**config.mk**
```make
export PLATFORM = sky130hd
export DESIGN_NAME = lsuwb_regfile
export DESIGN_NICKNAME = d
export VERILOG_FILES = /design/src/hdl/lsuwb_pkg.sv /design/src/hdl/lsuwb_regfile.sv
export SDC_FILE = /design/constraint.sdc
export NUM_CORES = 2
export LEC_CHECK = 0
export BUFFER_PORTS_ARGS = -buffer_cell sky130_fd_sc_hd__buf_4
export CORE_MARGIN = 2
export CORE_UTILIZATION = 43
export DETAILED_ROUTE_END_ITERATION = 10
export SETUP_SLACK_MARGIN = 0.05
export SYNTH_ARGS = -nofsm -noshare
export SYNTH_HDL_FRONTEND = slang
export SYNTH_SLANG_ARGS = --single-unit
```
**constraint.sdc**
```tcl
create_clock -name clk_i -period 4 [get_ports clk_i]
set_clock_uncertainty 0.1 [all_clocks]
set_input_delay 0.4 -clock clk_i [delete_from_list [all_inputs] [get_ports clk_i]]
set_output_delay 0.4 -clock clk_i [all_outputs]
set_load 0.005 [all_outputs]
```
**src/hdl/lsuwb_pkg.sv**
```systemverilog
// ----------------------------------------------------------------------------
// Load/store unit package
// Shared types, operation codes and widths for the load/store unit.
// ----------------------------------------------------------------------------
package lsuwb_pkg;

  localparam int unsigned DATA_W      = 64;
  localparam int unsigned ACTION_W    = 4;
  localparam int unsigned FIELD_IDX_W = 6;
  // Wide enough for the largest register file the unit supports.
  localparam int unsigned RF_IDX_W    = 8;
  localparam int unsigned WORD_BYTES  = 8;
  localparam int unsigned BYTE_SEL_W  = 3;

  localparam logic [ACTION_W-1:0] ACT_LOAD       = 4'd0;
  localparam logic [ACTION_W-1:0] ACT_LOAD_AI    = 4'd1;
  localparam logic [ACTION_W-1:0] ACT_LOAD_AO    = 4'd2;
  localparam logic [ACTION_W-1:0] ACT_CLOAD      = 4'd3;
  localparam logic [ACTION_W-1:0] ACT_CLOAD_AI   = 4'd4;
  localparam logic [ACTION_W-1:0] ACT_CLOAD_AO   = 4'd5;
  localparam logic [ACTION_W-1:0] ACT_LOAD_I     = 4'd6;
  localparam logic [ACTION_W-1:0] ACT_STORE      = 4'd7;
  localparam logic [ACTION_W-1:0] ACT_STORE_AI   = 4'd8;
  localparam logic [ACTION_W-1:0] ACT_STORE_AO   = 4'd9;
  localparam logic [ACTION_W-1:0] ACT_CSTORE     = 4'd10;
  localparam logic [ACTION_W-1:0] ACT_CSTORE_AI  = 4'd11;
  localparam logic [ACTION_W-1:0] ACT_CSTORE_AO  = 4'd12;

  typedef enum logic [1:0] {
    KIND_NONE,
    KIND_LOADI,
    KIND_LOAD,
    KIND_STORE
  } op_kind_e;

  typedef enum logic [1:0] {
    MODE_REG,
    MODE_IMM,
    MODE_SUM
  } addr_mode_e;

  // One classified operation, handed from the front end to the back end.
  typedef struct packed {
    op_kind_e                kind;
    logic                    is_byte;
    logic                    fault;
    logic [RF_IDX_W-1:0]     rf_idx;
    logic [FIELD_IDX_W-1:0]  wr_index;
    logic [DATA_W-1:0]       addr;
    logic [DATA_W-1:0]       data;
  } op_t;

  typedef struct packed {
    logic                en;
    logic [RF_IDX_W-1:0] idx;
    logic [DATA_W-1:0]   data;
  } rf_wr_t;

endpackage

```
**src/hdl/lsuwb_regfile.sv**
```systemverilog
// ----------------------------------------------------------------------------
// Load/store unit register file
// Two registered read ports and one write port; entries read as zero until
// they are first written after reset.
// ----------------------------------------------------------------------------
module lsuwb_regfile #(
  parameter int unsigned REG_COUNT = 64,
  localparam int unsigned RIW = $clog2(REG_COUNT)
) (
  input  logic                          clk_i,
  input  logic                          rst_ni,
  input  logic                          rd_en_i,
  input  logic [RIW-1:0]                rd_idx_a_i,
  input  logic [RIW-1:0]                rd_idx_b_i,
  output logic [lsuwb_pkg::DATA_W-1:0]  rd_data_a_o,
  output logic [lsuwb_pkg::DATA_W-1:0]  rd_data_b_o,
  input  lsuwb_pkg::rf_wr_t             wr_i
);

  logic [lsuwb_pkg::DATA_W-1:0] rf_q [REG_COUNT];
  logic [REG_COUNT-1:0]         valid_q;
  logic [lsuwb_pkg::DATA_W-1:0] rdat_a_q, rdat_b_q;
  logic                         rval_a_q, rval_b_q;
  logic [RIW-1:0]               wr_idx;

  assign wr_idx = wr_i.idx[RIW-1:0];

  always_ff @(posedge clk_i or negedge rst_ni) begin
    if (!rst_ni) begin
      valid_q  <= '0;
      rval_a_q <= 1'b0;
      rval_b_q <= 1'b0;
    end else begin
      if (wr_i.en) begin
        valid_q[wr_idx] <= 1'b1;
      end
      if (rd_en_i) begin
        rval_a_q <= valid_q[rd_idx_a_i];
        rval_b_q <= valid_q[rd_idx_b_i];
      end
    end
  end

  always_ff @(posedge clk_i) begin
    if (wr_i.en) begin
      rf_q[wr_idx] <= wr_i.data;
    end
    if (rd_en_i) begin
      rdat_a_q <= rf_q[rd_idx_a_i];
      rdat_b_q <= rf_q[rd_idx_b_i];
    end
  end

  assign rd_data_a_o = rval_a_q ? rdat_a_q : '0;
  assign rd_data_b_o = rval_b_q ? rdat_b_q : '0;

endmodule

```
==> flow_summary.toml <==
[status]
outcome = "completed"

[logic_synthesis]
synth_edf_count = 4224
netlist_instances = 8296
synth_nets = 8384
synthArstFlopShare_pct = 1.538
ys.flop_type = "edfxtp_1"
yosys.area.top_type_share_pct = 65.33
seq_area_frac_synth_pct = 66.18
synth-seq-cells = 4290
ys_warn_count = 0
postSynthAreaPerCell_um2 = 23.40
netlist_area_um2 = 194200
synth_area_leader_cell = "edfxtp_1"
synthTopCellsByArea = "edfxtp_1 65%, mux4_2 30%, a22oi_1 1.0%"
synth_cell_types = 29

[clocking]
cts_sinks = 4290
cts_tree = "built"
clk_latency_ns = 1.06
cts_buffers = 454
clockBufferDepth = 4
cts_setup_buffers = 0
cts.htree.levels = 5
path_clk_slew_ns = 0.06
cts-root-buf = "clkbuf_16"

[placed_design]
io_buffers = 213
gp_congestion = 0.8064
dpl.hpwl_um = 344300
placed_cell_area_um2 = 207100
pre_cts_slack_ns = 0.3384

[die]
die-area_um2 = 456900
die_w_um = 676.0
fp-row-count = 246
die-height_um = 676.0
initial_core_util_pct = 43.21
num_io_pins = 216
core_um2 = 449400

[sta]
rsz0062_at_grt = "false"
setup_slack_ns = 0.5719
worst_pin_slew_ns = 1.198
period_minus_slack_ns = 3.428
finalCritPeriodShare_pct = 85.70
report.final.slew_viol_count = 0
setup_viol = 0
max_clock_freq_mhz = 291.7
finalHoldViolations = 0
relSlewSlack_pct = 20.11

[grt]
gr-usage-met2_pct = 44.93
grt_pass1_vias = 107218
grt_first_pass_wirelength_um = 874400
grt.total_usage_pct = 27.87
grt_max_degree = 106
antenna_found_initial = 54
grt.busiest_layer = "met2"
grt_overflow = 0
use_met3_pct = 4.865
use_met1_pct = 37.99

[setup_path]
crit_path_end = "rd_data_b_o[35]"
slowest_stage = "dfrtp_4"
crit_fanout = 50
worstSetupPathType = "register to output pin"
r2r_start = "rf_q[53][10]$_DFFE_PP_"
end_kind = "output pin"
start_kind = "register"
rr_endpoint = "rdat_a_q[10]$_DFFE_PP_"
startpoint = "rval_b_q$_DFFE_PN0P_"
cp.required_ns = 3.50
max_stage_delay_ns = 1.16
r2r_slack_ns = 1.48
r2r_cells = 4
arrival_ns = 2.93
path_cells = "and2_1 -> buf_4"

[final_layout]
fin_area_um2 = 222600
drive_gt1_share_pct = 43.61
fin_nets = 8933
areaGrowthSynthToFinish_pct = 14.66

[pwr]
p_per_area_nw_per_um2 = 450.7
power_mw = 100.3
ir_drop_mv = 0.3779
static-leakage-power_nw = 69.17

[routing]
via_count = 104061
avgRoutedWirePerCell_um = 42.03
vias_per_cell = 6.837
ant_nets = 0
firstDrtPassIters = 6
drc = 0
drtIter0Drc = 16375
wirelength_um = 639600

[job]
drv_cap = 0

[hold_path]
hp-class = "input pin to register"
==> cell usage in the layout, fill, tap and decap left out, drive strengths merged, types with 4 or more instances in the layout <==
cell	instances
clkinvlp	13
or2	65
clkbuf	550
diode	41
nand2b	4
edfxtp	4224
nor2	71
dfrtp	66
dlygate4sd3	74
and2	130
nand3	15
a311oi	4
buf	680
mux4	2578
inv	15
nor2b	11
mux2i	40
bufinv	37
nand2	141
a22oi	264
clkinv	227
a31oi	4
==> timing repair <==
| action | in CTS | in global routing |
|---|---|---|
| hold buffers | 75 | 0 |
| endpoints found under the hold margin | 4263 | 0 |
| gates resized for setup | 0 | 0 |
==> worst min-delay path by stage <==
stage / startpoint / slack, ns / to / cells after the start
finish: rd_idx_b_i[4] / 0.1 / rdat_b_q[0]$_DFFE_PP_ / 4
floorplan: rst_ni / 0.004 / rval_a_q$_DFFE_PN0P_ / 0
CTS: rd_idx_b_i[4] / 0.05 / rdat_b_q[0]$_DFFE_PP_ / 4
detailed placement: valid_q[15]$_DFFE_PN0P_ / 0.37 / valid_q[15]$_DFFE_PN0P_ / 1
global route: rd_idx_b_i[4] / 0.09 / rdat_b_q[0]$_DFFE_PP_ / 4
global placement: valid_q[28]$_DFFE_PN0P_ / 0.36 / valid_q[28]$_DFFE_PN0P_ / 1
==> per-layer routing <==
metal,up-vias,wire (µm)
li1,38621,-
met4,6,28080
met5,-,34
met1,57708,238600
met2,6464,311600
met3,1262,61290
==> synthesized netlist by cell type (11+ instances only) <==
cell type	instances
a22oi_1	264
buf_1	44
edfxtp_1	4224
nor2b_1	11
nor2_1	71
or2_2	65
buf_2	189
buf_4	35
and2_1	130
nand2_1	141
mux2i_1	40
clkbuf_1	390
dfrtp_1	66
mux4_2	2578
nand3_1	15
==> report_power, final <==
| part | leakage [nW] | internal, mW | switching, mW | total (mW) |
|---|---|---|---|---|
| clock | 7.10 | 23.5 | 18.3 | 41.8 |
| combinational | 23.1 | 3.80 | 4.28 | 8.08 |
| sequential | 38.9 | 50.0 | 0.417 | 50.4 |
==> registers in the layout, summed over array words and instances (netlist names) <==
signal,flops
rdat_a_q,64
rf_q,4096
rval_b_q,1
rval_a_q,1
rdat_b_q,64
valid_q,64
==> kinds of logic (layout without fill, tap and decap cells) <==
| group | after synthesis | count (layout) | synth area share, % |
|---|---|---|---|
| buffers and inverters | 665 | 1596 | 1.487 |
| muxes | 2618 | 2618 | 30.11 |
| and+or+nand+nor | 445 | 445 | 1.153 |
| DFF | 4290 | 4290 | 66.18 |
| other | 0 | 41 | 0 |
| AOI/OAI and AO/OA | 278 | 278 | 1.075 |
==> metrics by stage <==
| stage | setup TNS (ns) | std cells | hold slack (ns) | utilization [%] |
|---|---|---|---|---|
| 2_1_floorplan | -1171.03 | 8296 | 0.004409 | - |
| 3_5_place_dp | 0 | 14266 | 0.3727 | 46.09 |
| 6_report | 0 | 15220 | 0.09927 | 49.54 |
| 5_1_grt | 0 | 15207 | 0.08580 | 49.53 |
| 3_3_place_gp | 0 | 14266 | 0.3637 | 46.09 |
| 4_1_cts | 0 | 15179 | 0.05199 | 49.52 |
==> critical path: cells and delay by family, from the launching register on <==
family | cells | cell delay [ns]
flip-flops | 1 | 1.16
buffers and inverters | 1 | 0.18
AND/OR/NAND/NOR | 1 | 0.45
==> final cells by class <==
type / instances / area [µm²]
clock buffer: 550 / 11850
clock inverter: 288 / 2778
sequential: 4290 / 128500
multi-input combinational: 3341 / 63330
inverter: 4 / 15.01
antenna: 41 / 102.6
timing repair buffer: 754 / 8611
fill: 35426 / 226800
tap: 5952 / 7447
Note: power is estimated with default switching activity, not from simulation.
