==> config.mk <==
export PLATFORM = sky130hd
export DESIGN_NAME = lsuwb_queue
export DESIGN_NICKNAME = d
export VERILOG_FILES = /design/src/hdl/lsuwb_pkg.sv /design/src/hdl/lsuwb_queue.sv
export SDC_FILE = /design/constraint.sdc
export NUM_CORES = 1
export LEC_CHECK = 0
export BUFFER_PORTS_ARGS = -buffer_cell sky130_fd_sc_hd__buf_4
export CAP_MARGIN = 20
export CORE_MARGIN = 2
export CORE_UTILIZATION = 48
export CTS_BUF_LIST = sky130_fd_sc_hd__clkbuf_2 sky130_fd_sc_hd__clkbuf_4 sky130_fd_sc_hd__clkbuf_8
export CTS_CLUSTER_SIZE = 14
export DETAILED_ROUTE_END_ITERATION = 8
export PLACE_DENSITY = 0.74
export SYNTH_ARGS = -nofsm -noshare
export SYNTH_HDL_FRONTEND = slang
export SYNTH_SLANG_ARGS = --single-unit
==> constraint.sdc <==
create_clock -name clk_i -period 11.7 [get_ports clk_i]
set_clock_uncertainty 0.1 [all_clocks]
set_input_delay 1.17 -clock clk_i [delete_from_list [all_inputs] [get_ports clk_i]]
set_output_delay 1.17 -clock clk_i [all_outputs]
set_load 0.01 [all_outputs]
==> src/hdl/lsuwb_pkg.sv <==
// ----------------------------------------------------------------------------
// Load/store unit package
// Shared types, operation codes and widths for the load/store unit.
// ----------------------------------------------------------------------------
package lsuwb_pkg;

  localparam int unsigned DATA_W      = 64;
  localparam int unsigned ACTION_W    = 4;
  localparam int unsigned FIELD_IDX_W = 6;
  // Wide enough for the largest register file the unit supports.
  localparam int unsigned RF_IDX_W    = 8;
  localparam int unsigned WORD_BYTES  = 8;
  localparam int unsigned BYTE_SEL_W  = 3;

  localparam logic [ACTION_W-1:0] ACT_LOAD       = 4'd0;
  localparam logic [ACTION_W-1:0] ACT_LOAD_AI    = 4'd1;
  localparam logic [ACTION_W-1:0] ACT_LOAD_AO    = 4'd2;
  localparam logic [ACTION_W-1:0] ACT_CLOAD      = 4'd3;
  localparam logic [ACTION_W-1:0] ACT_CLOAD_AI   = 4'd4;
  localparam logic [ACTION_W-1:0] ACT_CLOAD_AO   = 4'd5;
  localparam logic [ACTION_W-1:0] ACT_LOAD_I     = 4'd6;
  localparam logic [ACTION_W-1:0] ACT_STORE      = 4'd7;
  localparam logic [ACTION_W-1:0] ACT_STORE_AI   = 4'd8;
  localparam logic [ACTION_W-1:0] ACT_STORE_AO   = 4'd9;
  localparam logic [ACTION_W-1:0] ACT_CSTORE     = 4'd10;
  localparam logic [ACTION_W-1:0] ACT_CSTORE_AI  = 4'd11;
  localparam logic [ACTION_W-1:0] ACT_CSTORE_AO  = 4'd12;

  typedef enum logic [1:0] {
    KIND_NONE,
    KIND_LOADI,
    KIND_LOAD,
    KIND_STORE
  } op_kind_e;

  typedef enum logic [1:0] {
    MODE_REG,
    MODE_IMM,
    MODE_SUM
  } addr_mode_e;

  // One classified operation, handed from the front end to the back end.
  typedef struct packed {
    op_kind_e                kind;
    logic                    is_byte;
    logic                    fault;
    logic [RF_IDX_W-1:0]     rf_idx;
    logic [FIELD_IDX_W-1:0]  wr_index;
    logic [DATA_W-1:0]       addr;
    logic [DATA_W-1:0]       data;
  } op_t;

  typedef struct packed {
    logic                en;
    logic [RF_IDX_W-1:0] idx;
    logic [DATA_W-1:0]   data;
  } rf_wr_t;

endpackage

==> src/hdl/lsuwb_queue.sv <==
// ----------------------------------------------------------------------------
// Load/store unit operation queue
// Two-entry queue between the front end and the back end.
// ----------------------------------------------------------------------------
module lsuwb_queue (
  input  logic            clk_i,
  input  logic            rst_ni,
  input  logic            push_i,
  input  lsuwb_pkg::op_t  push_data_i,
  input  logic            pop_i,
  output lsuwb_pkg::op_t  head_o,
  output logic            empty_o,
  output logic            full_o
);

  lsuwb_pkg::op_t entries_q [2];
  logic           wr_ptr_q, rd_ptr_q;
  logic [1:0]     count_q;
  logic           do_push, do_pop;

  assign empty_o = (count_q == 2'd0);
  assign full_o  = (count_q == 2'd2);
  assign do_push = push_i && !full_o;
  assign do_pop  = pop_i && !empty_o;
  assign head_o  = entries_q[rd_ptr_q];

  always_ff @(posedge clk_i or negedge rst_ni) begin
    if (!rst_ni) begin
      wr_ptr_q <= 1'b0;
      rd_ptr_q <= 1'b0;
      count_q  <= 2'd0;
    end else begin
      if (do_push) begin
        wr_ptr_q <= !wr_ptr_q;
      end
      if (do_pop) begin
        rd_ptr_q <= !rd_ptr_q;
      end
      if (do_push && !do_pop) begin
        count_q <= count_q + 2'd1;
      end else if (do_pop && !do_push) begin
        count_q <= count_q - 2'd1;
      end
    end
  end

  always_ff @(posedge clk_i) begin
    if (do_push) begin
      entries_q[wr_ptr_q] <= push_data_i;
    end
  end

endmodule

==> flow_summary.json, run 1 <==
{
  "status": "completed",
  "cts_tree": "done",
  "power_frac_seq": 0.449,
  "cts_buffer_depth": 3,
  "cp-start-kind": "flop",
  "grt_pass1_wl_um": 32200,
  "r2r_start": "count_q[0]$_DFFE_PN0P_",
  "initial_core_util": 0.491,
  "yosys.area_share.adder": 0.00116,
  "grt_max_degree": 83,
  "clockRootBuffer": "clkbuf_8",
  "critPathKind": "reg2out",
  "final_cell_mix": "buf_4 (301), edfxtp_1 (292), mux2_2 (146)",
  "combPwrFrac": 0.312,
  "io_pins": 298,
  "postSynthCellCount": 473,
  "hpwlAfterDp_um": 13900,
  "cts_resized": 0,
  "synth-compound-area-share": 0.000464,
  "timing.final.crit_share": 0.383,
  "leakage_nw": 5.31,
  "critPathCaptureType": "primary output",
  "fp.dieW_um": 154,
  "drt_iter0_markers": 297,
  "synth_cell_types": 14,
  "cp_max_fo": 78,
  "synthToLayoutAreaGrowth_pct": 31.3,
  "switchingPower_mw": 0.986,
  "utilization": 0.645,
  "clkTransAtPathRegs_ns": 0.06,
  "slew_headroom": 0.319,
  "placeableCoreArea_sq_mm": 0.0220,
  "rr_endpoint": "entries_q[1][0]$_DFFE_PP_",
  "routed_wl_um": 21400,
  "worstHoldPathType": "in2async",
  "p_sw_frac": 0.285,
  "fmax_mhz": 223,
  "synth_xor_area_frac": 0.00406,
  "grt_pass1_vias": 5979,
  "cts_sinks": 296,
  "finalPower_mw": 3.45,
  "cp_data_arrival_time_ns": 3.22,
  "r2r_slack_ns": 8.96,
  "antenna_found_initial": 0,
  "setup_tns_ns": 0,
  "yosysSeqAreaShare": 0.822,
  "core.rowCount": 54,
  "intPower_mw": 2.47,
  "clkPwrFrac": 0.239,
  "avgSynthCellArea_sq_um": 22.8,
  "syn-num-nets": 624,
  "io_buffers": 297,
  "setup_viol": 0,
  "critical_path_required_ns": 10.43,
  "slowest_stage": "dfrtp_4",
  "cp_common_cell": "buf_4",
  "fin_ws_ns": 7.21,
  "post_cts_buffers": 0,
  "rsz0062_at_grt": "false",
  "synth-simple-area-share": 0.00255,
  "drc_errors": 0,
  "r2r_cells": 4,
  "cap_violations": 0,
  "tightest_slew_ns": 1.02,
  "firstDrtPassIters": 5,
  "vdd_drop_max_mv": 0.139,
  "vias": 5587,
  "final_nets": 960,
  "final_layout_size_suffix_gt1_frac": 0.617,
  "cellPowerDensity_mw_per_mm2": 244,
  "grt_overflow_total": 0,
  "synthMuxAreaShare": 0.152,
  "die_y_um": 154,
  "yosysWarnings": 0,
  "cts_hold_buf": 0,
  "wl_per_cell_um": 19.1,
  "die-area_sq_mm": 0.0237,
  "viasPerCell": 4.98,
  "place_ws_ns": 7.77,
  "final_common_cell": "buf_4",
  "insertion_delay_ns": 0.53,
  "ant_nets": 0,
  "gp_congestion": 0.764,
  "synth_top_family_by_area": "multiplexers",
  "hold_violations": 0,
  "cp_num_buf_inv": 2,
  "max_stage_delay_ns": 1.02,
  "ys_seq_elements": 296,
  "num_antenna_cells": 0,
  "synth_area_sq_mm": 0.0108,
  "track_usage": 0.176,
  "path_delay_family": "buffers and inverters",
  "ctsHtreeMaxLevel": 2,
  "slew_viol_final": 0,
  "cts_buffers": 48,
  "crit_path_cell_trace": "buf_4 > mux2_2 > buf_4",
  "fin_crit_ns": 4.49
}
==> per-stage QoR <==
step / hold WS, ns / cell area [sq um] / std cells
after floorplan: 0.361 / 10800 / 473
after global placement: 0.395 / 13200 / 1038
final: 0.325 / 14200 / 1123
after detailed placement: 0.436 / 13200 / 1038
after global routing: 0.285 / 14200 / 1123
after CTS: 0.284 / 14100 / 1122
==> kinds of logic after synthesis <==
logic type / after synthesis
muxes: 146
and+or+nand+nor: 6
AOI/OAI and AO/OA: 1
buffers and inverters: 18
xor gates and xnor gates: 5
adders and majority gates: 1
DFF: 296
==> area by class of cell <==
class                           instances  area (sq um)
Multi-Input combinational cell        159          1750
Clock buffer                           62           772
Timing Repair Buffer                  302          2290
Tap cell                              280           350
Fill cell                            1541          7800
Sequential cell                       296          8870
Clock inverter                         22           121
Inverter                                2          7.51
==> state kept, by name, summed over array words and instances (netlist names) <==
| signal | cells |
|---|---|
| rd_ptr_q | 1 |
| wr_ptr_q | 1 |
| entries_q | 292 |
| count_q | 2 |
==> Yosys cell counts <==
library cell / n / area share
and3_1: 1 / 0.00058
buf_2: 1 / 0.00046
buf_6: 15 / 0.016
dfrtp_1: 4 / 0.0093
edfxtp_1: 292 / 0.81
ha_1: 1 / 0.0012
inv_1: 2 / 0.00070
mux2_2: 146 / 0.15
nand2_1: 1 / 0.00035
nand2b_1: 1 / 0.00058
nor2_1: 3 / 0.0010
o21ai_0: 1 / 0.00046
xnor2_1: 3 / 0.0024
xor2_1: 2 / 0.0016
==> power by group through the flow <==
stage	Sequential, mW	Combinational [mW]	Clock, mW
floorplan	1.56	0.658	0
global placement	1.56	1.06	0
detailed placement	1.58	1.08	0
CTS	1.56	1.09	0.852
global route	1.58	1.14	0.895
finish	1.55	1.08	0.826
==> worst register-to-register path, cell delays in order (launching register included) <==
cell,delay (ns)
dfrtp_1,0.43
nand2b_1,0.17
and3_4,0.78
buf_4,0.51
buf_16,0.35
==> layer usage <==
| layer | global-route usage | vias up | part of all wire |
|---|---|---|---|
| met5 | 0 | - | 0 |
| met2 | 0.308 | 243 | 0.52 |
| met1 | 0.203 | 2740 | 0.38 |
| met3 | 0.0544 | 40 | 0.076 |
| met4 | 0.0703 | 0 | 0.026 |
| li1 | - | 2564 | - |
==> worst max path at each step <==
stage                          from  cells past startpoint                   endpoint  slack [ns]
4_1_cts        rd_ptr_q$_DFFE_PN0P_                      3                 head_o[18]        7.18
2_1_floorplan                push_i                      2  entries_q[0][0]$_DFFE_PP_        3.63
6_report       rd_ptr_q$_DFFE_PN0P_                      3                 head_o[18]        7.21
5_1_grt        rd_ptr_q$_DFFE_PN0P_                      3                 head_o[18]        7.04
3_3_place_gp   rd_ptr_q$_DFFE_PN0P_                      3                 head_o[18]        7.83
3_5_place_dp   rd_ptr_q$_DFFE_PN0P_                      3                 head_o[18]        7.77
No activity file was read; power rests on OpenSTA's default activity.
==> run 2: changes to the inputs <==
==> constraint.sdc (replaced) <==
create_clock -name clk_i -period 4.6 [get_ports clk_i]
set_clock_uncertainty 0.1 [all_clocks]
set_input_delay 0.46 -clock clk_i [delete_from_list [all_inputs] [get_ports clk_i]]
set_output_delay 0.46 -clock clk_i [all_outputs]
set_load 0.01 [all_outputs]
==> flow_summary.json, run 2 (same netlist as run 1, synthesis figures left out) <==
{
  "placeableCoreArea_sq_mm": 0.0220,
  "cts_hold_buf": 147,
  "vias": 6193,
  "ctsHtreeMaxLevel": 2,
  "cp-start-kind": "flop",
  "fmax_mhz": 331,
  "clkTransAtPathRegs_ns": 0.06,
  "cts_sinks": 296,
  "tightest_slew_ns": 1.04,
  "cts_buffer_depth": 3,
  "cts_buffers": 47,
  "cts_tree": "done",
  "critical_path_required_ns": 4.04,
  "nFillCells": 1336,
  "antenna_found_initial": 2,
  "ant_nets": 0,
  "fp.dieW_um": 154,
  "routed_wl_um": 24000,
  "gp_congestion": 0.749,
  "drt_iter0_markers": 480,
  "clockRootBuffer": "clkbuf_8",
  "regMostFlops": "entries_q",
  "status": "completed",
  "final_nets": 1107,
  "critPathKind": "reg2out",
  "multi_input_area_sq_mm": 0.00175,
  "vdd_drop_max_mv": 0.379,
  "leakage_nw": 5.87,
  "path_delay_family": "flip-flops",
  "grt_overflow_total": 0,
  "setup_viol": 0,
  "hpwlAfterDp_um": 14000,
  "cap_violations": 0,
  "io_pins": 298,
  "setup_tns_ns": 0,
  "final_common_cell": "buf_4",
  "grt_pass1_vias": 6801,
  "final_cell_mix": "buf_4 (301), edfxtp_1 (292), dlygate4sd3_1 (147)",
  "die_y_um": 154,
  "drc_errors": 0,
  "crit_path_cell_trace": "buf_12 > mux2_2 > buf_4",
  "max_stage_delay_ns": 0.86,
  "core.rowCount": 54,
  "slew_headroom": 0.304,
  "io_buffers": 297,
  "grt_max_degree": 78,
  "largest_registers": "entries_q x292, count_q x2",
  "post_cts_buffers": 0,
  "critPathCaptureType": "primary output",
  "cp_num_buf_inv": 2,
  "die-area_sq_mm": 0.0237,
  "rsz0062_at_grt": "false",
  "initial_core_util": 0.491,
  "final_layout_size_suffix_gt1_frac": 0.518,
  "cts_resized": 0,
  "wl_per_cell_um": 19.0,
  "timing.final.crit_share": 0.657,
  "area.sequential_sq_mm": 0.00887,
  "slowest_stage": "dfrtp_4",
  "track_usage": 0.198,
  "hold_violations": 0,
  "viasPerCell": 4.92,
  "finalPower_mw": 8.78,
  "largest_reg_flops": 292,
  "worstHoldPathType": "in2async",
  "grt_pass1_wl_um": 36300,
  "firstDrtPassIters": 5,
  "cp_data_arrival_time_ns": 2.46,
  "synthToLayoutAreaGrowth_pct": 44.0,
  "insertion_delay_ns": 0.53,
  "fin_crit_ns": 3.02,
  "cp_max_fo": 71,
  "cellPowerDensity_mw_per_mm2": 566,
  "slew_viol_final": 0
}
[run 2: changes by cell type in the layout (fill, tap and decap cells not counted)]
cell	before	now
dlygate4sd3_1	0	147
clkinv_1	15	16
clkinvlp_4	2	0
bufinv_16	1	0
clkbuf_4	13	5
buf_12	0	2
buf_16	1	0
diode_2	0	2
clkinv_2	4	1
[run 2: layout make-up]
cell class | instances | share of cell area
diodes | 2 | 0.000322
clock buffers | 54 | 0.0458
clock inverters | 17 | 0.00419
inverters | 2 | 0.000483
multi-input cells | 159 | 0.112
flip-flops and latches | 296 | 0.571
well taps | 280 | 0.0226
repair buffers | 450 | 0.243
[run 2: path summary, 6_finish.rpt]
kind / start / endpoint / slack [ns] / cells after the start
worst max-delay path: rd_ptr_q$_DFFE_PN0P_ / head_o[85] / 1.58 / 3
worst min-delay path: rst_ni / rd_ptr_q$_DFFE_PN0P_ / 0.16 / 2
worst max register to register: count_q[0]$_DFFE_PN0P_ / entries_q[0][67]$_DFFE_PP_ / 2.34 / 4
worst min register to register: count_q[1]$_DFFE_PN0P_ / count_q[1]$_DFFE_PN0P_ / 0.42 / 1
max in group asynchronous: rst_ni / rd_ptr_q$_DFFE_PN0P_ / 4.12 / 2
min in group clk_i: pop_i / rd_ptr_q$_DFFE_PN0P_ / 0.18 / 3
[run 2: through the flow]
| step | instance area (sq um) | hold slack (ns) | instances | worst slack (ns) | util |
|---|---|---|---|---|---|
| floorplan | 10800 | 0.0644 | 473 | 0.0253 | - |
| global placement | 13300 | 0.157 | 1040 | 2.16 | 0.605 |
| detailed placement | 13300 | 0.159 | 1040 | 2.12 | 0.605 |
| CTS | 15500 | 0.132 | 1258 | 1.54 | 0.707 |
| global route | 15500 | 0.154 | 1260 | 1.47 | 0.707 |
| finish | 15500 | 0.163 | 1260 | 1.58 | 0.707 |
[run 2: where the power goes]
part | internal (mW) | total (mW) | switching (mW) | leakage (nW)
Sequential | 3.70 | 3.93 | 0.228 | 2.76
Combinational | 1.52 | 2.92 | 1.39 | 2.71
Clock | 1.00 | 1.94 | 0.934 | 0.404
Total | 6.23 | 8.78 | 2.56 | 5.87
[run 2: metal layers]
metal,routed length [um],track usage,vias up,part of all wire
met5,0,0,-,0
met4,767,0.0806,0,0.032
met3,1530,0.0536,50,0.064
met2,12500,0.349,249,0.52
met1,9180,0.230,3052,0.38
li1,-,-,2842,-
