File: config.mk
export PLATFORM = sky130hd
export DESIGN_NAME = lsuwb_front
export DESIGN_NICKNAME = d
export VERILOG_FILES = /design/src/hdl/lsuwb_pkg.sv /design/src/hdl/lsuwb_front.sv
export SDC_FILE = /design/constraint.sdc
export NUM_CORES = 1
export LEC_CHECK = 0
export BUFFER_PORTS_ARGS = -buffer_cell sky130_fd_sc_hd__buf_2
export CAP_MARGIN = 20
export CORE_ASPECT_RATIO = 0.7
export CORE_MARGIN = 3
export CORE_UTILIZATION = 46
export DETAILED_ROUTE_END_ITERATION = 8
export GPL_TIMING_DRIVEN = 0
export PLACE_DENSITY_LB_ADDON = 0.25
export SYNTH_ARGS = -nofsm -noshare
export SYNTH_HDL_FRONTEND = slang
export SYNTH_SLANG_ARGS = --single-unit
File: constraint.sdc
create_clock -name clk_i -period 4.9 [get_ports clk_i]
set_clock_uncertainty 0.2 [all_clocks]
set_input_delay 0.735 -clock clk_i [delete_from_list [all_inputs] [get_ports clk_i]]
set_output_delay 0.735 -clock clk_i [all_outputs]
set_load 0.01 [all_outputs]
File: src/hdl/lsuwb_pkg.sv
// ----------------------------------------------------------------------------
// Load/store unit package
// Shared types, operation codes and widths for the load/store unit.
// ----------------------------------------------------------------------------
package lsuwb_pkg;

  localparam int unsigned DATA_W      = 64;
  localparam int unsigned ACTION_W    = 4;
  localparam int unsigned FIELD_IDX_W = 6;
  // Wide enough for the largest register file the unit supports.
  localparam int unsigned RF_IDX_W    = 8;
  localparam int unsigned WORD_BYTES  = 8;
  localparam int unsigned BYTE_SEL_W  = 3;

  localparam logic [ACTION_W-1:0] ACT_LOAD       = 4'd0;
  localparam logic [ACTION_W-1:0] ACT_LOAD_AI    = 4'd1;
  localparam logic [ACTION_W-1:0] ACT_LOAD_AO    = 4'd2;
  localparam logic [ACTION_W-1:0] ACT_CLOAD      = 4'd3;
  localparam logic [ACTION_W-1:0] ACT_CLOAD_AI   = 4'd4;
  localparam logic [ACTION_W-1:0] ACT_CLOAD_AO   = 4'd5;
  localparam logic [ACTION_W-1:0] ACT_LOAD_I     = 4'd6;
  localparam logic [ACTION_W-1:0] ACT_STORE      = 4'd7;
  localparam logic [ACTION_W-1:0] ACT_STORE_AI   = 4'd8;
  localparam logic [ACTION_W-1:0] ACT_STORE_AO   = 4'd9;
  localparam logic [ACTION_W-1:0] ACT_CSTORE     = 4'd10;
  localparam logic [ACTION_W-1:0] ACT_CSTORE_AI  = 4'd11;
  localparam logic [ACTION_W-1:0] ACT_CSTORE_AO  = 4'd12;

  typedef enum logic [1:0] {
    KIND_NONE,
    KIND_LOADI,
    KIND_LOAD,
    KIND_STORE
  } op_kind_e;

  typedef enum logic [1:0] {
    MODE_REG,
    MODE_IMM,
    MODE_SUM
  } addr_mode_e;

  // One classified operation, handed from the front end to the back end.
  typedef struct packed {
    op_kind_e                kind;
    logic                    is_byte;
    logic                    fault;
    logic [RF_IDX_W-1:0]     rf_idx;
    logic [FIELD_IDX_W-1:0]  wr_index;
    logic [DATA_W-1:0]       addr;
    logic [DATA_W-1:0]       data;
  } op_t;

  typedef struct packed {
    logic                en;
    logic [RF_IDX_W-1:0] idx;
    logic [DATA_W-1:0]   data;
  } rf_wr_t;

endpackage

File: src/hdl/lsuwb_front.sv
// ----------------------------------------------------------------------------
// Load/store unit front end
// Accepts an instruction word, decodes it, reads its registers, forms the
// effective address and the range check, and queues the result.
// ----------------------------------------------------------------------------
module lsuwb_front #(
  parameter int unsigned REG_COUNT = 64,
  parameter int unsigned MEM_BYTES = 65536,
  localparam int unsigned RIW = $clog2(REG_COUNT)
) (
  input  logic                                  clk_i,
  input  logic                                  rst_ni,
  input  logic                                  in_valid_i,
  output logic                                  in_stall_o,
  input  logic [lsuwb_pkg::ACTION_W-1:0]        action_i,
  input  logic [lsuwb_pkg::FIELD_IDX_W-1:0]     base_reg_i,
  input  logic [lsuwb_pkg::FIELD_IDX_W-1:0]     offset_reg_i,
  input  logic [lsuwb_pkg::FIELD_IDX_W-1:0]     data_reg_i,
  input  logic signed [lsuwb_pkg::DATA_W-1:0]   immediate_i,
  input  logic                                  back_idle_i,
  input  logic                                  q_empty_i,
  input  logic                                  q_full_i,
  output logic                                  q_push_o,
  output lsuwb_pkg::op_t                        q_data_o,
  output logic                                  rf_rd_en_o,
  output logic [RIW-1:0]                        rf_idx_a_o,
  output logic [RIW-1:0]                        rf_idx_b_o,
  input  logic [lsuwb_pkg::DATA_W-1:0]          rf_data_a_i,
  input  logic [lsuwb_pkg::DATA_W-1:0]          rf_data_b_i
);

  localparam logic [1:0] F_IDLE = 2'd0;
  localparam logic [1:0] F_ADDR = 2'd1;
  localparam logic [1:0] F_PUSH = 2'd2;

  localparam logic [lsuwb_pkg::DATA_W-1:0] WordLimit =
    64'(MEM_BYTES - lsuwb_pkg::WORD_BYTES);
  localparam logic [lsuwb_pkg::DATA_W-1:0] ByteLimit = 64'(MEM_BYTES - 1);

  logic [1:0]                           state_q, state_d;
  lsuwb_pkg::op_kind_e                  kind_q, kind_d;
  lsuwb_pkg::addr_mode_e                mode_q, mode_d;
  logic                                 byte_q, byte_d;
  logic [RIW-1:0]                       dat_idx_q;
  logic [lsuwb_pkg::FIELD_IDX_W-1:0]    wr_index_q;
  logic [lsuwb_pkg::DATA_W-1:0]         imm_q;
  logic [lsuwb_pkg::DATA_W-1:0]         addr_q, addr_d;
  logic [RIW-1:0]                       base_red, offr_red, data_red;
  logic [lsuwb_pkg::FIELD_IDX_W-1:0]    data_red6;
  logic                                 accept;
  logic                                 fault;

  // Register fields wrap modulo the register count; a constant lookup.
  always_comb begin
    base_red  = '0;
    offr_red  = '0;
    data_red  = '0;
    data_red6 = '0;
    for (int j = 0; j < 64; j++) begin
      if (base_reg_i == 6'(j)) begin
        base_red = RIW'(j % REG_COUNT);
      end
      if (offset_reg_i == 6'(j)) begin
        offr_red = RIW'(j % REG_COUNT);
      end
      if (data_reg_i == 6'(j)) begin
        data_red  = RIW'(j % REG_COUNT);
        data_red6 = 6'(j % REG_COUNT);
      end
    end
  end

  always_comb begin
    kind_d = lsuwb_pkg::KIND_NONE;
    mode_d = lsuwb_pkg::MODE_REG;
    byte_d = 1'b0;
    case (action_i)
      lsuwb_pkg::ACT_LOAD: begin
        kind_d = lsuwb_pkg::KIND_LOAD;
      end
      lsuwb_pkg::ACT_LOAD_AI: begin
        kind_d = lsuwb_pkg::KIND_LOAD;
        mode_d = lsuwb_pkg::MODE_IMM;
      end
      lsuwb_pkg::ACT_LOAD_AO: begin
        kind_d = lsuwb_pkg::KIND_LOAD;
        mode_d = lsuwb_pkg::MODE_SUM;
      end
      lsuwb_pkg::ACT_CLOAD: begin
        kind_d = lsuwb_pkg::KIND_LOAD;
        byte_d = 1'b1;
      end
      lsuwb_pkg::ACT_CLOAD_AI: begin
        kind_d = lsuwb_pkg::KIND_LOAD;
        mode_d = lsuwb_pkg::MODE_IMM;
        byte_d = 1'b1;
      end
      lsuwb_pkg::ACT_CLOAD_AO: begin
        kind_d = lsuwb_pkg::KIND_LOAD;
        mode_d = lsuwb_pkg::MODE_SUM;
        byte_d = 1'b1;
      end
      lsuwb_pkg::ACT_LOAD_I: begin
        kind_d = lsuwb_pkg::KIND_LOADI;
      end
      lsuwb_pkg::ACT_STORE: begin
        kind_d = lsuwb_pkg::KIND_STORE;
      end
      lsuwb_pkg::ACT_STORE_AI: begin
        kind_d = lsuwb_pkg::KIND_STORE;
        mode_d = lsuwb_pkg::MODE_IMM;
      end
      lsuwb_pkg::ACT_STORE_AO: begin
        kind_d = lsuwb_pkg::KIND_STORE;
        mode_d = lsuwb_pkg::MODE_SUM;
      end
      lsuwb_pkg::ACT_CSTORE: begin
        kind_d = lsuwb_pkg::KIND_STORE;
        byte_d = 1'b1;
      end
      lsuwb_pkg::ACT_CSTORE_AI: begin
        kind_d = lsuwb_pkg::KIND_STORE;
        mode_d = lsuwb_pkg::MODE_IMM;
        byte_d = 1'b1;
      end
      lsuwb_pkg::ACT_CSTORE_AO: begin
        kind_d = lsuwb_pkg::KIND_STORE;
        mode_d = lsuwb_pkg::MODE_SUM;
        byte_d = 1'b1;
      end
      default: begin
        kind_d = lsuwb_pkg::KIND_NONE;
      end
    endcase
  end

  // A new word is taken only when nothing older is still in flight, so the
  // register reads always see every earlier write-back.
  assign in_stall_o = !((state_q == F_IDLE) && q_empty_i && back_idle_i);
  assign accept     = in_valid_i && !in_stall_o;

  always_comb begin
    case (mode_q)
      lsuwb_pkg::MODE_IMM: addr_d = rf_data_a_i + imm_q;
      lsuwb_pkg::MODE_SUM: addr_d = rf_data_a_i + rf_data_b_i;
      default:             addr_d = rf_data_a_i;
    endcase
    if (kind_q == lsuwb_pkg::KIND_NONE || kind_q == lsuwb_pkg::KIND_LOADI) begin
      addr_d = '0;
    end
  end

  assign fault = (kind_q == lsuwb_pkg::KIND_LOAD || kind_q == lsuwb_pkg::KIND_STORE) &&
                 (byte_q ? (addr_q > ByteLimit) : (addr_q > WordLimit));

  always_comb begin
    state_d = state_q;
    case (state_q)
      F_IDLE: begin
        if (accept) begin
          state_d = F_ADDR;
        end
      end
      F_ADDR: begin
        state_d = F_PUSH;
      end
      F_PUSH: begin
        if (!q_full_i) begin
          state_d = F_IDLE;
        end
      end
      default: begin
        state_d = F_IDLE;
      end
    endcase
  end

  always_ff @(posedge clk_i or negedge rst_ni) begin
    if (!rst_ni) begin
      state_q <= F_IDLE;
    end else begin
      state_q <= state_d;
    end
  end

  always_ff @(posedge clk_i) begin
    if (accept) begin
      kind_q     <= kind_d;
      mode_q     <= mode_d;
      byte_q     <= byte_d;
      dat_idx_q  <= data_red;
      wr_index_q <= data_red6;
      imm_q      <= $unsigned(immediate_i);
    end
    if (state_q == F_ADDR) begin
      addr_q <= addr_d;
    end
  end

  // Port A reads the base register first and the data register second.
  assign rf_rd_en_o = accept || (state_q == F_ADDR);
  assign rf_idx_a_o = (state_q == F_ADDR) ? dat_idx_q : base_red;
  assign rf_idx_b_o = offr_red;

  assign q_push_o          = (state_q == F_PUSH) && !q_full_i;
  assign q_data_o.kind     = kind_q;
  assign q_data_o.is_byte  = byte_q;
  assign q_data_o.fault    = fault;
  assign q_data_o.rf_idx   = lsuwb_pkg::RF_IDX_W'(dat_idx_q);
  assign q_data_o.wr_index = wr_index_q;
  assign q_data_o.addr     = addr_q;
  assign q_data_o.data     = (kind_q == lsuwb_pkg::KIND_LOADI) ? imm_q : rf_data_a_i;

endmodule

==> impl_results.md, run 1 <==
- Status: completed
- Minimum clock period: 4.70 ns
- Gr usage total: 29.7%
- Net Sw Frac: 30.9%
- Worst vdd ir: 251 uV
- Worst Setup End Kind: flop
- Fin. max-slew vios: 0
- FMAX: 0.213 GHz
- Fin. Hold Viols: 0
- Combinational share of power: 26.5%
- Final setup viols: 0
- Post-route DRC: 0
- Final TNS setup: 0 ns
- First-pass GRT wire length: 58.4 mm
- Total number of yosys warnings: 0
- Core Area: 23100 um2
- Clock tree root driver cell: clkbuf_16
- Max-Cap Viols: 0
- Die X: 191 um
- # fillers: 1998
- Total grt overflow: 0
- Num rows: 46
- Reg power frac: 37.9%
- Clk slew on worst S/H paths: 0.07 ns
- Initial antenna violation count: 0
- CTS tree: built
- DRT iter0 DRCs: 1078
- Setup CP Type: flop to flop
- Final WL: 39.6 mm
- Vias in the first global route: 10017
- Synth top area share: 37.7%
- Clk_lat worst skew: 0.44 ns
- H-tree depth: 4
- Post-Syn Area: 11100 um2
- Reg-to-reg endpoint: addr_q[61]$_SDFFCE_PP0P_
- Core Util, Final: 60.4%
- Via count: 10585
- Detail Route Antenna Nets: 0
- Num CTS Buffers: 17
- Worst Max-Slew Pin Slew: 1.05 ns
- Die Y: 136 um
- Hold Startpoint: data_reg_i[2]
- Period utilization: 96.0%
- Worst hold-check path type: input port to flop
- Dpl hpwl: 31.0 mm
- Routability congestion estimate: 0.940
- Top Ports: 381
- Via density: 5.82
- Post-synth EDFFs: 139
- Cells after synthesis: 1109
- N_diodes: 0
- Reg2reg setup slack: 0.20 ns
- Die area: 26000 um2
- Sequential-to-total area share from yosys stat: 38.2%
- Wirelength per Cell: 21.8 um
- Total Nets Final: 1779
- Initial Utilization: 47.8%
- Post-synthesis cell type count: 74
- IO Port Bufs: 362
- Pint: 2.56 mW
- Largest area contributor in the netlist: edfxtp_1
- Max_slew headroom: 30.2%
- Worst R2R Path Depth: 14
- Pin count of the biggest net entering global routing: 52
- Syn-to-layout area delta: 26.2%
- Net Switching: 1.15 mW
- CTS sink cnt: 141
- Worst r2r src: mode_q[0]$_DFFE_PP_
- Top cells by area, synth: edfxtp_1, mux2_2, ha_1, a21oi_1, nand2_1
- Longest Clk Path Bufs: 2
- Ys async rst share: 1.42%
- First-pass DRT Iterations: 6
- Post-synthesis average cell area: 9.98 um2
- Number of synthesized register bits: 141
- Layout cells sized above 1: 37.5%
- Top fanout value on the critical path: 10
- Worst hold path cell count: 1
- Share of total power in the clock network: 35.6%
- Pwr/cell area: 265 nW/um2
- Critical path startpoint: mode_q[0]$_DFFE_PP_
- Worst EP arrival: 4.63 ns
- Lkg Pwr: 5.98 nW
- Worst Setup Start Kind: flop
- RSZ-0062 raised after global routing: true
- Worst hold endpoint: wr_index_q[2]$_SDFFCE_PP1P_
- Postcts setup bufs: 0
- Top_reg_cell synth: edfxtp_1
- Required time worst endpoint: 4.82 ns
-- sequential cells by signal, summed over array words and instances, names as in the netlist --
signal	cells
addr_q	64
imm_q	64
wr_index_q	6
kind_q	2
mode_q	2
state_q	2
byte_q	1
-- layout by cell type, fill, tap and decap left out, types with 7 or more instances in the layout --
cell	synthesis	layout
a21boi_0	8	7
buf_4	10	10
nand4_1	19	19
nor3_1	15	15
nor2_1	39	38
a211oi_1	8	8
a21o_1	37	37
and2_1	30	30
ha_1	64	63
xnor2_1	24	24
o21a_1	8	8
o211ai_1	12	12
nor4_1	16	16
mux2_2	133	133
buf_2	2	364
o31ai_1	10	10
clkbuf_1	66	60
o21ai_0	64	64
o21bai_1	10	10
nand2b_1	16	16
xor2_1	22	22
edfxtp_1	139	139
inv_1	24	24
nand2_1	93	93
a31oi_1	8	8
a21oi_1	75	75
clkbuf_16	0	17
nand3_1	41	41
o211a_1	15	15
-- metal layers --
layer  wire length, um  share of wire, %  GRT usage, %
met1             18100                46          44.0
met2             16900                43          43.9
met5                 0                 0             0
met4               741               1.9          7.70
met3              3890               9.8          6.44
-- critical path, cell delays in order (launching register included) --
cell and delay, ns:
edfxtp_1 0.37, inv_1 0.11, ha_4 0.29, buf_6 0.22, mux2_2 0.37, ha_1 0.40, nand2_1 0.07, or3_1 0.42
o21ai_1 0.49, a32oi_2 0.27, and4_1 0.32, a21o_1 0.24, o211a_1 0.23, o311ai_1 0.23, a31oi_1 0.15
-- power by group through the flow --
stage / clock [mW] / sequential [mW] / combinational, mW
2_1_floorplan: 0 / 1.43 / 0.611
3_3_place_gp: 0 / 1.43 / 0.942
3_5_place_dp: 0 / 1.43 / 0.957
4_1_cts: 1.34 / 1.40 / 0.966
5_1_grt: 1.39 / 1.41 / 1.07
6_report: 1.32 / 1.40 / 0.983
-- cell type report --
class	count	area, um2	share of cell area, %
well taps	312	390	2.79
flip-flops and latches	141	4220	30.2
clock buffers	18	439	3.14
inverters	24	90.1	0.645
repair buffers	366	1890	13.5
clock inverters	14	143	1.02
plain buffers	80	363	2.60
multi-input cells	864	6430	46.0
-- logic make-up (layout without fill, tap and decap cells) --
group / after synthesis / after routing / synth area share, %
DFF: 141 / 141 / 38.2
xor gates and xnor gates: 46 / 46 / 3.64
and+or+nand+nor: 308 / 308 / 14.2
other: 1 / 2 / 0.0339
AOI/OAI and AO/OA: 305 / 305 / 18.6
muxes: 138 / 138 / 14.0
adders and majority gates: 65 / 65 / 7.42
buffers and inverters: 105 / 502 / 3.99
-- cells in the mapped netlist (10+ instances only) --
master / n
edfxtp_1: 139
xnor2_1: 24
nor3_1: 15
nor2_1: 39
o21bai_1: 10
nand2_1: 93
o31ai_1: 10
nor4_1: 16
xor2_1: 22
clkbuf_1: 66
mux2_2: 133
and2_1: 30
a21o_1: 37
nand3_1: 41
ha_1: 64
nand2b_1: 16
inv_1: 24
o211a_1: 15
o21ai_0: 64
buf_4: 10
nand4_1: 19
a21oi_1: 75
o211ai_1: 12
-- worst max path at each step --
stage	to	slack, ns
finish	addr_q[61]$_SDFFCE_PP0P_	0.20
global route	addr_q[32]$_SDFFCE_PP0P_	-0.008
CTS	addr_q[62]$_SDFFCE_PP0P_	0.13
detailed placement	addr_q[32]$_SDFFCE_PP0P_	-0.90
global placement	addr_q[32]$_SDFFCE_PP0P_	-0.95
floorplan	addr_q[32]$_SDFFCE_PP0P_	0.47
-- stage by stage --
step	setup slack, ns	area [um2]	power, mW	cells	hold slack (ns)
floorplan	0.469	11100	2.05	1110	0.239
global placement	-0.950	13300	2.37	1784	0.324
detailed placement	-0.898	13400	2.38	1787	0.324
CTS	0.130	14000	3.70	1819	0.237
global route	-0.00782	14000	3.87	1819	0.250
finish	0.195	14000	3.71	1819	0.254
-- what timing repair did --
action                                  4_1_cts  5_1_grt
endpoints found under the setup margin       50       13
gates resized for setup                       6        7
hold buffers                                  1        0
pin swaps                                     0        1
hold endpoints to repair                      2        0
(Power assumes the default switching activity.)
==> run 2, diff against run 1 <==
--- a/config.mk
+++ b/config.mk
@@ -12,7 +12,7 @@
 export CORE_UTILIZATION = 46
 export DETAILED_ROUTE_END_ITERATION = 8
 export GPL_TIMING_DRIVEN = 0
-export PLACE_DENSITY_LB_ADDON = 0.25
+export PLACE_DENSITY = 0.76
 export SYNTH_ARGS = -nofsm -noshare
 export SYNTH_HDL_FRONTEND = slang
 export SYNTH_SLANG_ARGS = --single-unit
==> impl_results.md, run 2 (synthesis gave the netlist of run 1 again) <==
- Placement Cell Area: 13300 um2 (about the same)
- IO Port Bufs: 362 (unchanged)
- Dpl hpwl: 32.3 mm (+3.9%)
- Worst r2r src: mode_q[0]$_DFFE_PP_
- Setup CP Type: flop to flop
- CP Cell Sequence: inv_1 > ha_4 > buf_6 > mux2_2 > ha_1 > fa_1 > a21oi_1 > o22ai_1 > o32a_1 > a31o_1 > a21o_1 > a211oi_2 > o21ai_1 > a2111o_1 > nand3_1
- First-pass DRT Iterations: 5 (-1)
- Fin. Hold Viols: 0 (unchanged)
- Worst vdd ir: 262 uV (+4.4%)
- Biggest regs: addr_q: 64 flops, imm_q: 64 flops, wr_index_q: 6 flops
- Num CTS Buffers: 17 (unchanged)
- Die X: 191 um (unchanged)
- Core Util, Final: 60.8% (+0.40 points)
- First-pass GRT wire length: 59.5 mm (+1.8%)
- CP max stage delay: 0.42 ns (-0.07 ns)
- Slowest-stage cell, CP: o32a_1
- Most frequent cells in the layout: buf_2, edfxtp_1, mux2_2
- Gr usage total: 30.4% (+0.74 points)
- Layout cells sized above 1: 37.4% (-0.11 points)
- DRT iter0 DRCs: 1070 (-0.74%)
- Die area: 26000 um2 (unchanged)
- Via density: 5.88 (+1.0%)
- Hold Startpoint: data_reg_i[1]
- Initial antenna violation count: 0 (unchanged)
- Power Total: 3.88 mW (+4.6%)
- Detail Route Antenna Nets: 0 (unchanged)
- Die Y: 136 um (unchanged)
- Smallest hold slack: 0.261 ns (+0.00713 ns)
- Syn-to-layout area delta: 27.1%
- Commonest non-fill, non-tap cell in the layout: buf_2
- Critical path startpoint: mode_q[0]$_DFFE_PP_
- N_diodes: 0 (unchanged)
- RSZ-0062 raised after global routing: false
- Via count: 10690 (+0.99%)
- Top fanout value on the critical path: 10 (unchanged)
- Total Nets Final: 1779 (unchanged)
- Longest Clk Path Bufs: 2 (unchanged)
- Worst Setup End Kind: flop
- Period utilization: 96.1% (about the same)
- Final setup viols: 0 (unchanged)
- Family with the most delay on the worst path: compound AO/OA/AOI/OAI gates
- Clk_lat worst skew: 0.44 ns (about the same)
- Lkg Pwr: 6.02 nW (+0.69%)
- Clk slew on worst S/H paths: 0.07 ns (about the same)
- Post-route DRC: 0 (unchanged)
- Required time worst endpoint: 5.00 ns (+0.18 ns)
- Worst Setup Start Kind: flop
- Num rows: 46 (unchanged)
- Max-Cap Viols: 0 (unchanged)
- Initial Utilization: 47.8% (unchanged)
- Max_slew headroom: 30.6% (+0.38 points)
- Worst hold-check path type: input port to flop
- Total grt overflow: 0 (unchanged)
- Pwr/cell area: 276 nW/um2 (+3.9%)
- Vias in the first global route: 10107 (+0.90%)
- Worst EP arrival: 4.80 ns (+0.17 ns)
- Post-route cell area: 14100 um2 (+0.66%)
- Final WL: 41.0 mm (+3.5%)
- FMAX: 0.212 GHz (about the same)
- Wirelength per Cell: 22.5 um (+3.5%)
- Worst Max-Slew Pin Slew: 1.04 ns (-0.00564 ns)
- Pin count of the biggest net entering global routing: 39 (-25%)
- Core Area: 23100 um2 (unchanged)
- Minimum clock period: 4.71 ns (+0.00247 ns)
- Fin. max-slew vios: 0 (unchanged)
- CP Buf/Inv Count: 2 (unchanged)
- Clock tree root driver cell: clkbuf_16
- CTS sink cnt: 141 (unchanged)
- Routability congestion estimate: 0.943 (+0.30%)
- CTS tree: built
- Top Ports: 381 (unchanged)
- Status: completed
- H-tree depth: 4 (unchanged)
==> run 2: cell types whose count changed in the layout (fill, tap and decap cells not counted), moves of 2 or more <==
cell        before  now
bufinv_16        2    6
clkbuf_1        60   62
clkinv_2         5    2
clkinvlp_4       3    1
inv_6            3    0
==> run 2: area by class of cell <==
class                   instances  area (um2)
multi-input cells             864        6460
plain buffers                  80         363
repair buffers                366        1880
well taps                     312         390
clock inverters                12         219
inverters                      24        90.1
fillers                      2040        9070
clock buffers                  19         433
flip-flops and latches        141        4220
==> run 2: per-stage QoR <==
stage,worst slack [ns],TNS (ns),cells
2_1_floorplan,0.469,0,1110
4_1_cts,0.0478,0,1818
3_3_place_gp,-0.834,-22.63,1784
5_1_grt,0.0124,0,1818
3_5_place_dp,-0.852,-23.97,1787
6_report,0.193,0,1818
==> run 2: path summary, 6_finish.rpt <==
check / to / slack [ns] / cells after the start
max: addr_q[62]$_SDFFCE_PP0P_ / 0.19 / 15
min in group asynchronous: state_q[0]$_DFFE_PN0P_ / 0.44 / 2
min reg2reg: state_q[1]$_DFFE_PN0P_ / 0.40 / 2
min: wr_index_q[1]$_SDFFCE_PP1P_ / 0.26 / 1
max in group asynchronous: state_q[1]$_DFFE_PN0P_ / 3.97 / 2
max reg2reg: addr_q[62]$_SDFFCE_PP0P_ / 0.19 / 15
==> run 2: worst register-to-register path: cells and delay by family, from the launching register on <==
kind	cells	cell delay [ns]
muxes	1	0.38
buffers and inverters	2	0.33
and+or+nand+nor	1	0.10
adders and majority gates	3	0.92
AOI/OAI and AO/OA	8	2.28
DFF	1	0.35
==> run 2: repair_timing <==
action	in CTS	in global routing
pin swaps	0	1
endpoints found under the hold margin	2	0
resized for setup	6	11
setup endpoints to repair	50	20
setup buffers	0	0
hold buffers	1	0
==> run 2: per-layer routing <==
metal,track usage [%],vias to the layer above,wire (um)
met2,47.5,571,18200
met5,0,-,0
li1,-,4987,-
met3,7.89,34,4270
met1,42.9,5098,18000
met4,6.31,0,496
==> run 2: where the power goes <==
group	internal, mW	total (mW)	switching (mW)	leakage (nW)
Combinational	0.418	0.994	0.575	4.40
Clock	0.949	1.48	0.529	0.314
Sequential	1.38	1.40	0.0224	1.31
